**config.mk**
```make
export PLATFORM = sky130hd
export DESIGN_NAME = tuning_dial_accelerator
export DESIGN_NICKNAME = d
export VERILOG_FILES = /design/src/design/tda_pkg.sv /design/src/design/tuning_dial_accelerator.sv
export SDC_FILE = /design/constraint.sdc
export NUM_CORES = 1
export LEC_CHECK = 0
export BUFFER_PORTS_ARGS = -buffer_cell sky130_fd_sc_hd__buf_2
export CAP_MARGIN = 5
export CELL_PAD_IN_SITES_DETAIL_PLACEMENT = 0
export CELL_PAD_IN_SITES_GLOBAL_PLACEMENT = 1
export CORE_MARGIN = 4
export CORE_UTILIZATION = 44
export CTS_BUF_LIST = sky130_fd_sc_hd__clkbuf_4 sky130_fd_sc_hd__clkbuf_8
export CTS_CLUSTER_SIZE = 30
export DETAILED_ROUTE_END_ITERATION = 8
export PLACE_DENSITY_LB_ADDON = 0.1
export SLEW_MARGIN = 20
export SYNTH_ARGS = -nofsm -noshare
export SYNTH_HDL_FRONTEND = slang
export SYNTH_SLANG_ARGS = --single-unit
```
**constraint.sdc**
```tcl
create_clock -name clk -period 4 [get_ports clk]
set_clock_uncertainty 0.05 [all_clocks]
set_input_delay 0.2 -clock clk [delete_from_list [all_inputs] [get_ports clk]]
set_output_delay 0.2 -clock clk [all_outputs]
set_load 0.01 [all_outputs]
```
**src/design/tda_pkg.sv**
```systemverilog
// Shared types and constants for the tuning dial accelerator.
// Depends on nothing; the top level imports it.
`default_nettype none

package tda_pkg;

	localparam int unsigned STEP_W  = 16;
	localparam int unsigned VALUE_W = 32;
	localparam int unsigned RAW_W   = 8;
	localparam int unsigned IDLE_W  = 3;
	localparam int unsigned CFG_IDX_W = 3;

	// Timer constants that do not follow the timer range.
	localparam int unsigned TIMER_FLOOR     = 30;
	localparam int unsigned TIMER_PULLBACK  = 30;
	localparam int unsigned TIMER_DECREMENT = 5;

	localparam logic [IDLE_W-1:0] IDLE_LIMIT = IDLE_W'(5);

	// Configuration register indexes.
	typedef enum logic [CFG_IDX_W-1:0] {
		REG_BASE_STEP   = 3'd0,
		REG_STEP_LEVEL1 = 3'd1,
		REG_STEP_LEVEL2 = 3'd2,
		REG_STEP_LEVEL3 = 3'd3,
		REG_STEP_LEVEL4 = 3'd4
	} cfg_reg_t;

	typedef logic [STEP_W-1:0] step_t;

endpackage

`default_nettype wire

```
**src/design/tuning_dial_accelerator.sv**
```systemverilog
// Tuning dial accelerator: one poll per beat, acceleration state and step bands.
// Depends on tda_pkg. The result beat appears in the cycle after its input beat, and a
// new beat is taken every cycle while the result register is empty or being drained.
// The single result register is the only thing that can hold off the input side.
// Reset: timer at its maximum, counters and last sample cleared, all steps at 1.
`default_nettype none

module tuning_dial_accelerator #(
	parameter int unsigned TIMER_MAX     = 1000,
	parameter int unsigned SAMPLE_PERIOD = 50
) (
	input  wire                                  clk,
	input  wire                                  arst_n,

	input  wire                                  in_valid,
	output logic                                 in_ready,
	input  wire                                  pulse_new,
	input  wire                                  turn_up,
	input  wire  [tda_pkg::RAW_W-1:0]            raw_count,
	input  wire  signed [tda_pkg::VALUE_W-1:0]   value_in,

	output logic                                 out_valid,
	input  wire                                  out_ready,
	output logic signed [tda_pkg::VALUE_W-1:0]   value_out,
	output logic [tda_pkg::STEP_W-1:0]           step_applied,

	input  wire                                  cfg_valid,
	output logic                                 cfg_ready,
	input  wire  [tda_pkg::CFG_IDX_W-1:0]        cfg_index,
	input  wire  [tda_pkg::STEP_W-1:0]           cfg_data
);

	import tda_pkg::*;

	// The timer can sit up to TIMER_PULLBACK-1 above its maximum after an idle
	// pull-back, so it needs room for that overshoot.
	localparam int unsigned TW = $clog2(TIMER_MAX + TIMER_PULLBACK);
	// The poll counter must hold SAMPLE_PERIOD itself.
	localparam int unsigned PW = $clog2(SAMPLE_PERIOD + 1);

	localparam logic [TW-1:0] TMAX     = TW'(TIMER_MAX);
	localparam logic [TW-1:0] TFLOOR   = TW'(TIMER_FLOOR);
	localparam logic [TW-1:0] TPULL    = TW'(TIMER_PULLBACK);
	localparam logic [TW-1:0] TDEC     = TW'(TIMER_DECREMENT);
	localparam logic [TW-1:0] BAND80   = TW'((TIMER_MAX / 100) * 80);
	localparam logic [TW-1:0] BAND60   = TW'((TIMER_MAX / 100) * 60);
	localparam logic [TW-1:0] BAND40   = TW'((TIMER_MAX / 100) * 40);
	localparam logic [TW-1:0] BAND20   = TW'((TIMER_MAX / 100) * 20);
	localparam logic [PW-1:0] PERIOD   = PW'(SAMPLE_PERIOD);

	// Configuration registers.
	step_t base_step_q;
	step_t step_level1_q;
	step_t step_level2_q;
	step_t step_level3_q;
	step_t step_level4_q;

	// Acceleration state.
	logic [TW-1:0]     spin_timer_q;
	logic [PW-1:0]     poll_count_q;
	logic [IDLE_W-1:0] idle_checks_q;
	step_t             current_step_q;
	logic [RAW_W-1:0]  last_raw_q;

	// Next-state values for the beat being accepted.
	logic [TW-1:0]        timer_d;
	logic [PW-1:0]        poll_d;
	logic [IDLE_W-1:0]    idle_d;
	step_t                step_d;
	logic [RAW_W-1:0]     last_raw_d;
	logic [VALUE_W-1:0]   value_d;
	step_t                applied_d;

	logic in_fire;

	// The result register empties when taken, so the input side only waits when
	// a finished result is still sitting there and downstream is stalled.
	assign in_ready  = !out_valid || out_ready;
	assign in_fire   = in_valid && in_ready;
	assign cfg_ready = 1'b1;

	// Configuration writes. Indexes past the last register are dropped.
	always_ff @(posedge clk or negedge arst_n) begin
		if (!arst_n) begin
			base_step_q   <= STEP_W'(1);
			step_level1_q <= STEP_W'(1);
			step_level2_q <= STEP_W'(1);
			step_level3_q <= STEP_W'(1);
			step_level4_q <= STEP_W'(1);
		end else if (cfg_valid) begin
			unique case (cfg_index)
				REG_BASE_STEP:   base_step_q   <= cfg_data;
				REG_STEP_LEVEL1: step_level1_q <= cfg_data;
				REG_STEP_LEVEL2: step_level2_q <= cfg_data;
				REG_STEP_LEVEL3: step_level3_q <= cfg_data;
				REG_STEP_LEVEL4: step_level4_q <= cfg_data;
				default: ;
			endcase
		end
	end

	// One poll. A pulse moves the value and speeds the timer down; an idle poll
	// that lands on the sample period pulls the timer back up and checks whether
	// the raw encoder counter has moved since the last check.
	always_comb begin
		logic [TW-1:0]     floored;
		logic [IDLE_W-1:0] idle_inc;

		floored    = (spin_timer_q < TFLOOR) ? TFLOOR : spin_timer_q;
		idle_inc   = (idle_checks_q < IDLE_LIMIT) ? idle_checks_q + IDLE_W'(1) : idle_checks_q;
		timer_d    = spin_timer_q;
		idle_d     = idle_checks_q;
		last_raw_d = last_raw_q;
		value_d    = value_in;
		applied_d  = '0;

		if (pulse_new) begin
			applied_d = current_step_q;
			if (turn_up) begin
				value_d = value_in + VALUE_W'(current_step_q);
			end else begin
				value_d = value_in - VALUE_W'(current_step_q);
			end
			idle_d  = '0;
			timer_d = ((floored >= TMAX) ? TMAX : floored) - TDEC;
		end else if (poll_count_q == PERIOD) begin
			timer_d = ((floored >= TMAX) ? (TMAX - TPULL) : floored) + TPULL;
			if (raw_count != last_raw_q) begin
				last_raw_d = raw_count;
			end else begin
				idle_d = idle_inc;
				// A dial that stayed still for enough checks starts over slow.
				if (idle_inc >= IDLE_LIMIT) begin
					timer_d = TMAX;
				end
			end
		end

		// The poll counter runs through SAMPLE_PERIOD and then wraps.
		poll_d = (poll_count_q >= PERIOD) ? '0 : poll_count_q + PW'(1);

		// The next step comes from the band the new timer value falls in.
		if (timer_d > BAND80) begin
			step_d = base_step_q;
		end else if (timer_d > BAND60) begin
			step_d = step_level1_q;
		end else if (timer_d > BAND40) begin
			step_d = step_level2_q;
		end else if (timer_d > BAND20) begin
			step_d = step_level3_q;
		end else begin
			step_d = step_level4_q;
		end
	end

	// State moves only on an accepted beat. The first step is 1, the reset value
	// of the base step, whatever is written before the first poll.
	always_ff @(posedge clk or negedge arst_n) begin
		if (!arst_n) begin
			spin_timer_q   <= TMAX;
			poll_count_q   <= '0;
			idle_checks_q  <= '0;
			current_step_q <= STEP_W'(1);
			last_raw_q     <= '0;
		end else if (in_fire) begin
			spin_timer_q   <= timer_d;
			poll_count_q   <= poll_d;
			idle_checks_q  <= idle_d;
			current_step_q <= step_d;
			last_raw_q     <= last_raw_d;
		end
	end

	// Result register: valid is control state, the payload loads on a beat.
	always_ff @(posedge clk or negedge arst_n) begin
		if (!arst_n) begin
			out_valid <= 1'b0;
		end else if (in_fire) begin
			out_valid <= 1'b1;
		end else if (out_ready) begin
			out_valid <= 1'b0;
		end
	end

	always_ff @(posedge clk) begin
		if (in_fire) begin
			value_out    <= signed'(value_d);
			step_applied <= applied_d;
		end
	end

	// The idle pull-back can overshoot the maximum by less than one pull-back.
	a_timer_range: assert property (@(posedge clk) disable iff (!arst_n)
		spin_timer_q < TMAX + TPULL)
		else $error("spin timer beyond its overshoot range");

	a_idle_sat: assert property (@(posedge clk) disable iff (!arst_n)
		idle_checks_q <= IDLE_LIMIT)
		else $error("idle check count past its limit");

	a_poll_range: assert property (@(posedge clk) disable iff (!arst_n)
		poll_count_q <= PERIOD)
		else $error("poll counter past the sample period");

	// A poll without a pulse reports no step and leaves the value untouched.
	a_no_pulse: assert property (@(posedge clk) disable iff (!arst_n)
		in_fire && !pulse_new |=>
			out_valid && step_applied == '0 && value_out == $past(value_in))
		else $error("idle poll changed the value or reported a step");

endmodule

`default_nettype wire

```
Yosys cells after proc, flatten, opt, wreduce, memory -nomap -nowiden:

Index checks and enable logic that the tools add are counted.

* logic and storage cells: 69
* bits of input ports: 66
* register bits: 173

* add/subtract/negate cells: 6
* muxes and demuxes: 20
* $lt $le $gt $ge: 9
* reductions and logical operators: 13
* bitwise gates (word level): 1
* equal/unequal tests: 7

Operators with widths (number)
* 2-to-1 mux 11 bit: 7
* 2-to-1 mux 16 bit: 4
* 2-to-1 mux 32 bit: 2
* adder 32 x 16 -> 32 bit: 1
* subtractor 32 x 16 -> 32 bit: 1
* > comparator 11 x 10 -> 1 bit (second input constant): 2
* 2-to-1 mux 3 bit: 4
* adder 11 x 5 -> 11 bit (second input constant): 1
* greater-or-equal comparator 11 x 10 -> 1 bit (second input constant): 1
* > comparator 11 x 8 -> 1 bit (second input constant): 1
* > comparator 11 x 9 -> 1 bit (second input constant): 1
* < comparator 11 x 5 -> 1 bit (second input constant): 1
* subtractor 11 x 3 -> 11 bit (second input constant): 1
* AND reduction 2 bit: 5
* inequality test 8 bit: 1
* adder 6 x 1 -> 6 bit (second input constant): 1
* equality test 3 x 2 -> 1 bit (second input constant): 2
* equality test 6 bit (second input constant): 1
* greater-or-equal comparator 6 bit (second input constant): 1
* 2-to-1 mux 6 bit: 1
* AND reduction 4 bit: 1
* nonzero test 2 bit: 2
* adder 3 x 1 -> 3 bit (second input constant): 1
* equality test 3 x 1 -> 1 bit (second input constant): 1
* other kinds (11): 12

Longest topological paths before layout:

Gate-level depths: netlist of run 1.

* depth after elaboration: 14
* gate-level depth with buffers: 20
* mapped depth without buffers: 18

Least setup slack after synthesis of run 1:

No wires, ideal clock.

* kind: register to register
* start: reg current_step_q[6]
* end: reg value_out[31] (netlist bit) (data pin)
* slack: -235 ps
* stages on the path, launching flop included: 19
* setup time: 263 ps
* data arrival time: 3922 ps
* period minus slack after synthesis: 4235 ps
* path buffers: 0
* cells stage by stage: dfrtp_1 -> nor3_1 -> nand2_1 -> nor4_1 -> nand2_1 -> nor4_1 -> ha_1 -> mux2_2 -> ha_1 -> nand2_1 -> nor2_1 -> nand2_1 -> o21ai_0 -> a31oi_1 -> o211ai_1 -> o41ai_1 -> o21ai_0 -> mux2i_1 -> xor2_1

* longest elaborated chain between the ends: 3

RTL lines
* start, declared: line tuning_dial_accelerator.sv:62 `step_t current_step_q;`
* start signal, assigned: line tuning_dial_accelerator.sv:169 `current_step_q <= step_d;`
* subtractor 32 x 16 -> 32 bit or adder 32 x 16 -> 32 bit (tied branches): line tuning_dial_accelerator.sv:122, tuning_dial_accelerator.sv:120
* 2-to-1 mux 32 bit *: line tuning_dial_accelerator.sv:119 `if (turn_up) begin`
* 2-to-1 mux 32 bit *: line tuning_dial_accelerator.sv:117 `if (pulse_new) begin`
* named net value_d[31]: line tuning_dial_accelerator.sv:71 `logic [VALUE_W-1:0] value_d;`
* end signal, assigned: line tuning_dial_accelerator.sv:187 `value_out <= signed'(value_d);`
* end, declared: line tuning_dial_accelerator.sv:24 `output logic signed [tda_pkg::VALUE_W-1:0] value_out,`

The timed path passes the listed nets; every way through them passes the cells marked *.
A chain may end at the register's enable or synchronous reset.

Worst setup path after layout of run 1:

* start: reg current_step_q[7]
* end: reg value_out[29] (netlist bit) (data pin)

Same word-level chain as after synthesis.

==> impl_metrics.toml, run 1 <==
[timing]
final_max_slew_viol_count = 0
period_minus_slack_ps = 3960
rsz0062_at_grt = "yes"
setup_viol_count_final = 0
worst_slack_ps = 35.6
timing.slew.headroom_pct = 29.6
finalHoldViolCount = 0
final.setup.tns_ps = 0
worst_slew_pin_slew_ps = 1050
post-route-period-util_pct = 99.1
clock.fmax_ghz = 0.252

[worst_setup_path]
cp_top_family = "simple AND/OR/NAND/NOR gates"
crit_chain = "nor3_2, nand2_2, nor4_4, nand2_2, nor4_4, ha_1, mux2_4, ha_4, nand2_4, nor2_4, nand2_2, o21ai_2, a31oi_2, o211ai_1, o41ai_2, buf_4, xnor2_2, mux2_4"
cp_common_cell = "nand2_2"
cp.required_ps = 4180
crit_arrival_ps = 4150
critPathBufInv = 1
critPathLaunchType = "flip-flop"
slowest_delay_ps = 400
crit_path_end_kind = "flip-flop"
crit_fanout = 3
path_class = "reg -> reg"
slowest_stage = "dfrtp_1"

[detailed_routing]
drtAntennaViolNets = 0
drc = 0
wire_per_inst_um = 17.8
drt-pass1-iter-count = 5
vias = 8651
via_per_inst = 5.42
first_iter_violations = 454
drt_wl_total_um = 28300

[power_and_ir_drop]
power.leakage_nw = 5.87
swShare_pct = 39.5
power_frac_comb_pct = 54.0
p_int_mw = 5.15
switchingPower_mw = 3.36
seqPwrFrac_pct = 30.7
p_clk_share_pct = 15.3
power.density_mw_per_mm2 = 619
irDropWorstVdd_v = 0.000253

[synth]
synthArstFlopShare_pct = 72.3
ys_types = 88
synth_edf_count = 48
syn_area_per_cell_um2 = 10.6
synth-seq-cells = 173
yosys_warnings = 0
synth_nets = 1107
synth_seq_area_share_pct = 43.3
netlist_area_mm2 = 0.0106
syn_inst = 1002
synth_ff_type = "dfrtp_1"

[cts]
cts_buffer_depth = 2
clkLatencyLatePin_ps = 480
htree_levels = 4
root_buffer = "clkbuf_8"
path_clk_slew_ps = 110
clkSinkCount = 173
cts_buffers = 17
cts_tree = "yes"

[global_routing]
grt_max_degree = 73
grt_overflow = 0
grt_pass1_vias = 8396
grt_pass1_wl_um = 44800
grt.total_usage_pct = 21.1
antenna_found_initial = 0

[hold_path]
worstHoldPathType = "in -> reg"

[floorplan]
core_area_mm2 = 0.0235
initial_core_util_pct = 45.0
placementRows = 56
die-area_mm2 = 0.0266
io_pins = 117
die_w_um = 163
die_h_um = 163

[place]
dp_hpwl_um = 20200
placed_area_mm2 = 0.0123
dp_worst_setup_slack_ps = -200
globalplace.congestion = 0.869
numPortBuffers = 115

[layout]
stdcell_area_mm2 = 0.0137
area_growth_pct = 29.7
mostFrequentLayoutCell = "buf_4"
diodes = 0
drive_above_1_share_pct = 40.3
nets = 1369
final_cell_mix = "buf_4, mux2_2, buf_2"

[status]
status = "finished, final reports clean"

[flow_run]
maxCapViolations = 0
-- worst paths after layout --
| kind | slack (ps) | cells past startpoint | from | end |
|---|---|---|---|---|
| worst max-delay path | 40 | 18 | current_step_q[7]$_DFFE_PN0P_ | value_out[29]$_DFFE_PP_ |
| worst max register to register | 40 | 18 | current_step_q[7]$_DFFE_PN0P_ | value_out[29]$_DFFE_PP_ |
| min in group asynchronous | 270 | 2 | arst_n | poll_count_q[2]$_DFFE_PN0P_ |
| worst min-delay path | 20 | 2 | value_in[11] | value_out[11]$_DFFE_PP_ |
| max in group asynchronous | 2730 | 3 | arst_n | base_step_q[0]$_DFFE_PN1P_ |
| worst min register to register | 450 | 2 | spin_timer_q[5]$_DFFE_PN1P_ | spin_timer_q[5]$_DFFE_PN1P_ |
-- synth_stat cells, types with 6 or more instances --
library cell  instances  share of area, %
xor2_1               22               1.8
buf_2                 9              0.43
o21bai_1              6              0.43
and3_1                8              0.47
a21boi_0              9              0.64
nor4_1                7              0.41
dfstp_2              12               3.0
o211ai_1              8              0.57
nand3_1              13              0.61
o31ai_1               7              0.50
a21o_1               12              0.85
nand2b_1             11              0.65
nor3_1               22               1.0
inv_1                29               1.0
a21oi_1              56               2.6
mux2_2              118                13
mux2i_1              18               1.7
nand4_1               9              0.53
o221ai_1             15               1.2
nand2_1              84               3.0
a31oi_1              35               2.1
clkbuf_1             37               1.3
nor2_1               52               1.8
and2_1               13              0.77
o21a_1                8              0.57
edfxtp_1             48                14
o21ai_0              48               2.3
xnor2_1              26               2.2
dfrtp_1             113                27
ha_1                 38               4.5
buf_6                11               1.2
-- per-layer routing --
metal | track usage (%) | up-vias | share of wire (%)
met5 | 0 | - | 0
met4 | 3.39 | 0 | 0.54
met3 | 3.63 | 13 | 3.9
met2 | 34.1 | 164 | 48
met1 | 30.4 | 4232 | 47
li1 | - | 4242 | -
-- final cells by class --
class,instances,area (um2)
Fill cell,2047,9810
Multi-Input combinational cell,738,5980
Sequential cell,173,4580
Timing Repair Buffer,304,2220
Tap cell,319,399
Clock buffer,18,248
Clock inverter,14,188
Inverter,30,113
-- flip-flops by register name (all words and copies together) (netlist names) --
| register | cells |
|---|---|
| step_level1_q | 16 |
| step_level3_q | 16 |
| last_raw_q | 8 |
| step_level4_q | 16 |
| step_level2_q | 16 |
| value_out | 32 |
| current_step_q | 16 |
| spin_timer_q | 11 |
| base_step_q | 16 |
| step_applied | 16 |
| idle_checks_q | 3 |
| out_valid | 1 |
| poll_count_q | 6 |
-- stage by stage --
stage	power [mW]	util [%]	hold slack (ps)	instances
final	8.51	58.3	19.3	1596
after detailed placement	6.66	52.3	252	1500
after floorplan	5.14	-	-146	1002
after CTS	8.07	56.2	1.89	1577
after global placement	6.66	52.3	246	1500
after global routing	9.11	58.3	0.300	1596
-- power by group through the flow --
| stage | Sequential (mW) | Clock (mW) | Combinational [mW] |
|---|---|---|---|
| after floorplan | 2.60 | 0 | 2.54 |
| after global placement | 2.62 | 0 | 4.04 |
| after detailed placement | 2.62 | 0 | 4.04 |
| after CTS | 2.60 | 1.34 | 4.13 |
| after global routing | 2.66 | 1.42 | 5.03 |
| final | 2.61 | 1.31 | 4.59 |
-- kinds of logic (layout without fill, tap and decap cells) --
logic type / after synthesis / count (layout) / synth area share [%]
AOI/OAI and AO/OA: 257 / 257 / 17.1
adders and majority gates: 39 / 39 / 4.68
DFF: 173 / 173 / 43.3
buffers and inverters: 91 / 366 / 4.15
and+or+nand+nor: 257 / 257 / 12.5
other: 1 / 1 / 0.0354
xor gates and xnor gates: 48 / 48 / 3.97
muxes: 136 / 136 / 14.3
-- worst register-to-register path: cells and delay by family, from the launching register on --
kind / cells / cell delay, ps
AOI/OAI and AO/OA: 4 / 770
xor gates and xnor gates: 1 / 50
adders and majority gates: 2 / 510
buffers and inverters: 1 / 180
DFF: 1 / 400
muxes: 2 / 560
and+or+nand+nor: 8 / 1200
-- repair_timing --
item | in CTS | in global routing
pin swaps | 0 | 38
hold buffers | 45 | 0
hold endpoints to repair | 153 | 0
endpoints found under the setup margin | 8 | 29
resized for setup | 10 | 76
gates cloned | 0 | 1
setup buffers | 0 | 18
Power figures use the tool's default switching activity.
==> run 2, diff against run 1 <==
--- a/config.mk
+++ b/config.mk
@@ -14,6 +14,7 @@
 export CTS_BUF_LIST = sky130_fd_sc_hd__clkbuf_4 sky130_fd_sc_hd__clkbuf_8
 export CTS_CLUSTER_SIZE = 30
 export DETAILED_ROUTE_END_ITERATION = 8
+export MAX_ROUTING_LAYER = met4
 export PLACE_DENSITY_LB_ADDON = 0.1
 export SLEW_MARGIN = 20
 export SYNTH_ARGS = -nofsm -noshare
==> impl_metrics.toml, run 2 (same netlist as run 1, synthesis figures left out) <==
[detailed_routing]
wire_per_inst_um = 17.8
first_iter_violations = 459
vias = 8684
drc = 0
drt-pass1-iter-count = 5
drt_wl_total_um = 28400
via_per_inst = 5.45
drtAntennaViolNets = 0

[cts]
root_buffer = "clkbuf_8"
clkSinkCount = 173
cts_buffer_depth = 2
path_clk_slew_ps = 100
cts_tree = "yes"
htree_levels = 4
clkLatencyLatePin_ps = 470
cts_buffers = 17

[worst_setup_path]
critPathLaunchType = "flip-flop"
slowest_stage = "dfstp_2"
crit_arrival_ps = 4170
slowest_delay_ps = 630
timing.rr.end = "current_step_q[9]$_DFFE_PN0P_"
crit_fanout = 7
critPathBufInv = 5
cp_top_family = "simple AND/OR/NAND/NOR gates"
crit_chain = "and4_4, buf_6, a31oi_2, buf_4, and2_1, ha_1, or4_4, a211oi_2, o31ai_4, o21ai_2, a21oi_4, buf_12, buf_6, mux2_4, mux2i_1, buf_4, o221ai_2"
r2r_slack_ps = 100
path_class = "reg -> reg"
crit_path_end_kind = "flip-flop"
ff2ff_path_depth = 17
cp.required_ps = 4270
reg2reg_from = "spin_timer_q[7]$_DFFE_PN1P_"

[power_and_ir_drop]
power.density_mw_per_mm2 = 620
irDropWorstVdd_v = 0.000300
p_clk_share_pct = 14.8
swShare_pct = 39.4
switchingPower_mw = 3.35
power_frac_comb_pct = 54.3
p_total_mw = 8.51
seqPwrFrac_pct = 30.9
power.leakage_nw = 5.85
p_int_mw = 5.16

[floorplan]
die_h_um = 163
die-area_mm2 = 0.0266
core_area_mm2 = 0.0235
die_w_um = 163
placementRows = 56
io_pins = 117
initial_core_util_pct = 45.0

[timing]
worst_slack_ps = 99.9
post-route-period-util_pct = 97.5
period_minus_slack_ps = 3900
finalHoldViolCount = 0
timing.slew.headroom_pct = 29.9
setup_viol_count_final = 0
rsz0062_at_grt = "yes"
clock.fmax_ghz = 0.256
final_max_slew_viol_count = 0
worst_slew_pin_slew_ps = 1050
final.setup.tns_ps = 0

[status]
status = "finished, final reports clean"

[layout]
drive_above_1_share_pct = 40.5
largest_reg_flops = 32
regArea_mm2 = 0.00459
stdcell_area_mm2 = 0.0137
final_core_util_pct = 58.3
nets = 1365
final_cell_mix = "buf_4, buf_2, mux2_2, dfrtp_1, nand2_1"
area_growth_pct = 29.7
regMostFlops = "value_out"
mostFrequentLayoutCell = "buf_4"
multi_input_area_mm2 = 0.00603
diodes = 0
fillers = 2069

[place]
dp_hpwl_um = 20500
dp_worst_setup_slack_ps = -154
numPortBuffers = 115
placed_area_mm2 = 0.0123
globalplace.congestion = 0.904

[hold_path]
worstHoldPathType = "in -> reg"
min_path_cells = 2
hold_end = "value_out[31]$_DFFE_PP_"
hp-start = "value_in[31]"

[flow_run]
maxCapViolations = 0

[global_routing]
antenna_found_initial = 0
grt_pass1_wl_um = 45500
grt_max_degree = 69
grt.total_usage_pct = 21.9
grt_pass1_vias = 8502
grt_overflow = 0
-- run 2: cell count changes in the layout (fill, tap and decap cells not counted), moves of 3 or more --
cell	before	now
buf_4	136	128
buf_6	1	8
mux2_2	116	112
mux2_4	2	6
mux2i_1	14	10
clkinv_8	6	3
inv_8	2	5
-- run 2: power by group through the flow --
stage	registers [mW]	logic (mW)	clock network, mW
finish	2.63	4.62	1.26
global route	2.68	5.04	1.38
CTS	2.60	4.14	1.30
detailed placement	2.63	4.04	0
global placement	2.62	4.02	0
floorplan	2.60	2.54	0
-- run 2: metrics by stage --
stage,cells,hold WS [ps]
after floorplan,1002,-146
final,1592,25.7
after global placement,1502,270
after CTS,1580,0.648
after global routing,1592,13.1
after detailed placement,1502,272
-- run 2: final cells by class --
| cell class | count | area share, % |
|---|---|---|
| clock inverter | 14 | 1.20 |
| inverter | 30 | 0.820 |
| sequential | 173 | 33.4 |
| multi-input combinational | 738 | 43.9 |
| tap | 319 | 2.91 |
| clock buffer | 18 | 1.80 |
| timing repair buffer | 300 | 15.9 |
-- run 2: worst max path at each step --
stage,slack (ps),end,start,cells past startpoint
4_1_cts,7,value_out[31]$_DFFE_PP_,current_step_q[6]$_DFFE_PN0P_,18
6_report,100,current_step_q[9]$_DFFE_PN0P_,spin_timer_q[7]$_DFFE_PN1P_,17
5_1_grt,-100,value_out[29]$_DFFE_PP_,current_step_q[5]$_DFFE_PN0P_,19
3_5_place_dp,-150,value_out[31]$_DFFE_PP_,current_step_q[0]$_DFFE_PN1P_,14
3_3_place_gp,-50,value_out[29]$_DFFE_PP_,current_step_q[6]$_DFFE_PN0P_,16
2_1_floorplan,-20,value_out[31]$_DFFE_PP_,current_step_q[6]$_DFFE_PN0P_,18
-- run 2: routing by layer --
layer	vias up	part of all wire, %	track usage [%]
met1	4271	48	31.4
met5	-	0	-
met2	165	48	34.3
li1	4230	-	-
met4	0	0.81	4.50
met3	18	3.3	2.22
-- run 2: timing repair --
action | 4_1_cts | 5_1_grt
setup buffers | 2 | 10
resized for setup | 7 | 93
endpoints found under the hold margin | 157 | 0
hold buffers | 44 | 0
endpoints found under the setup margin | 8 | 28
gates cloned | 0 | 1
pin swaps | 3 | 28
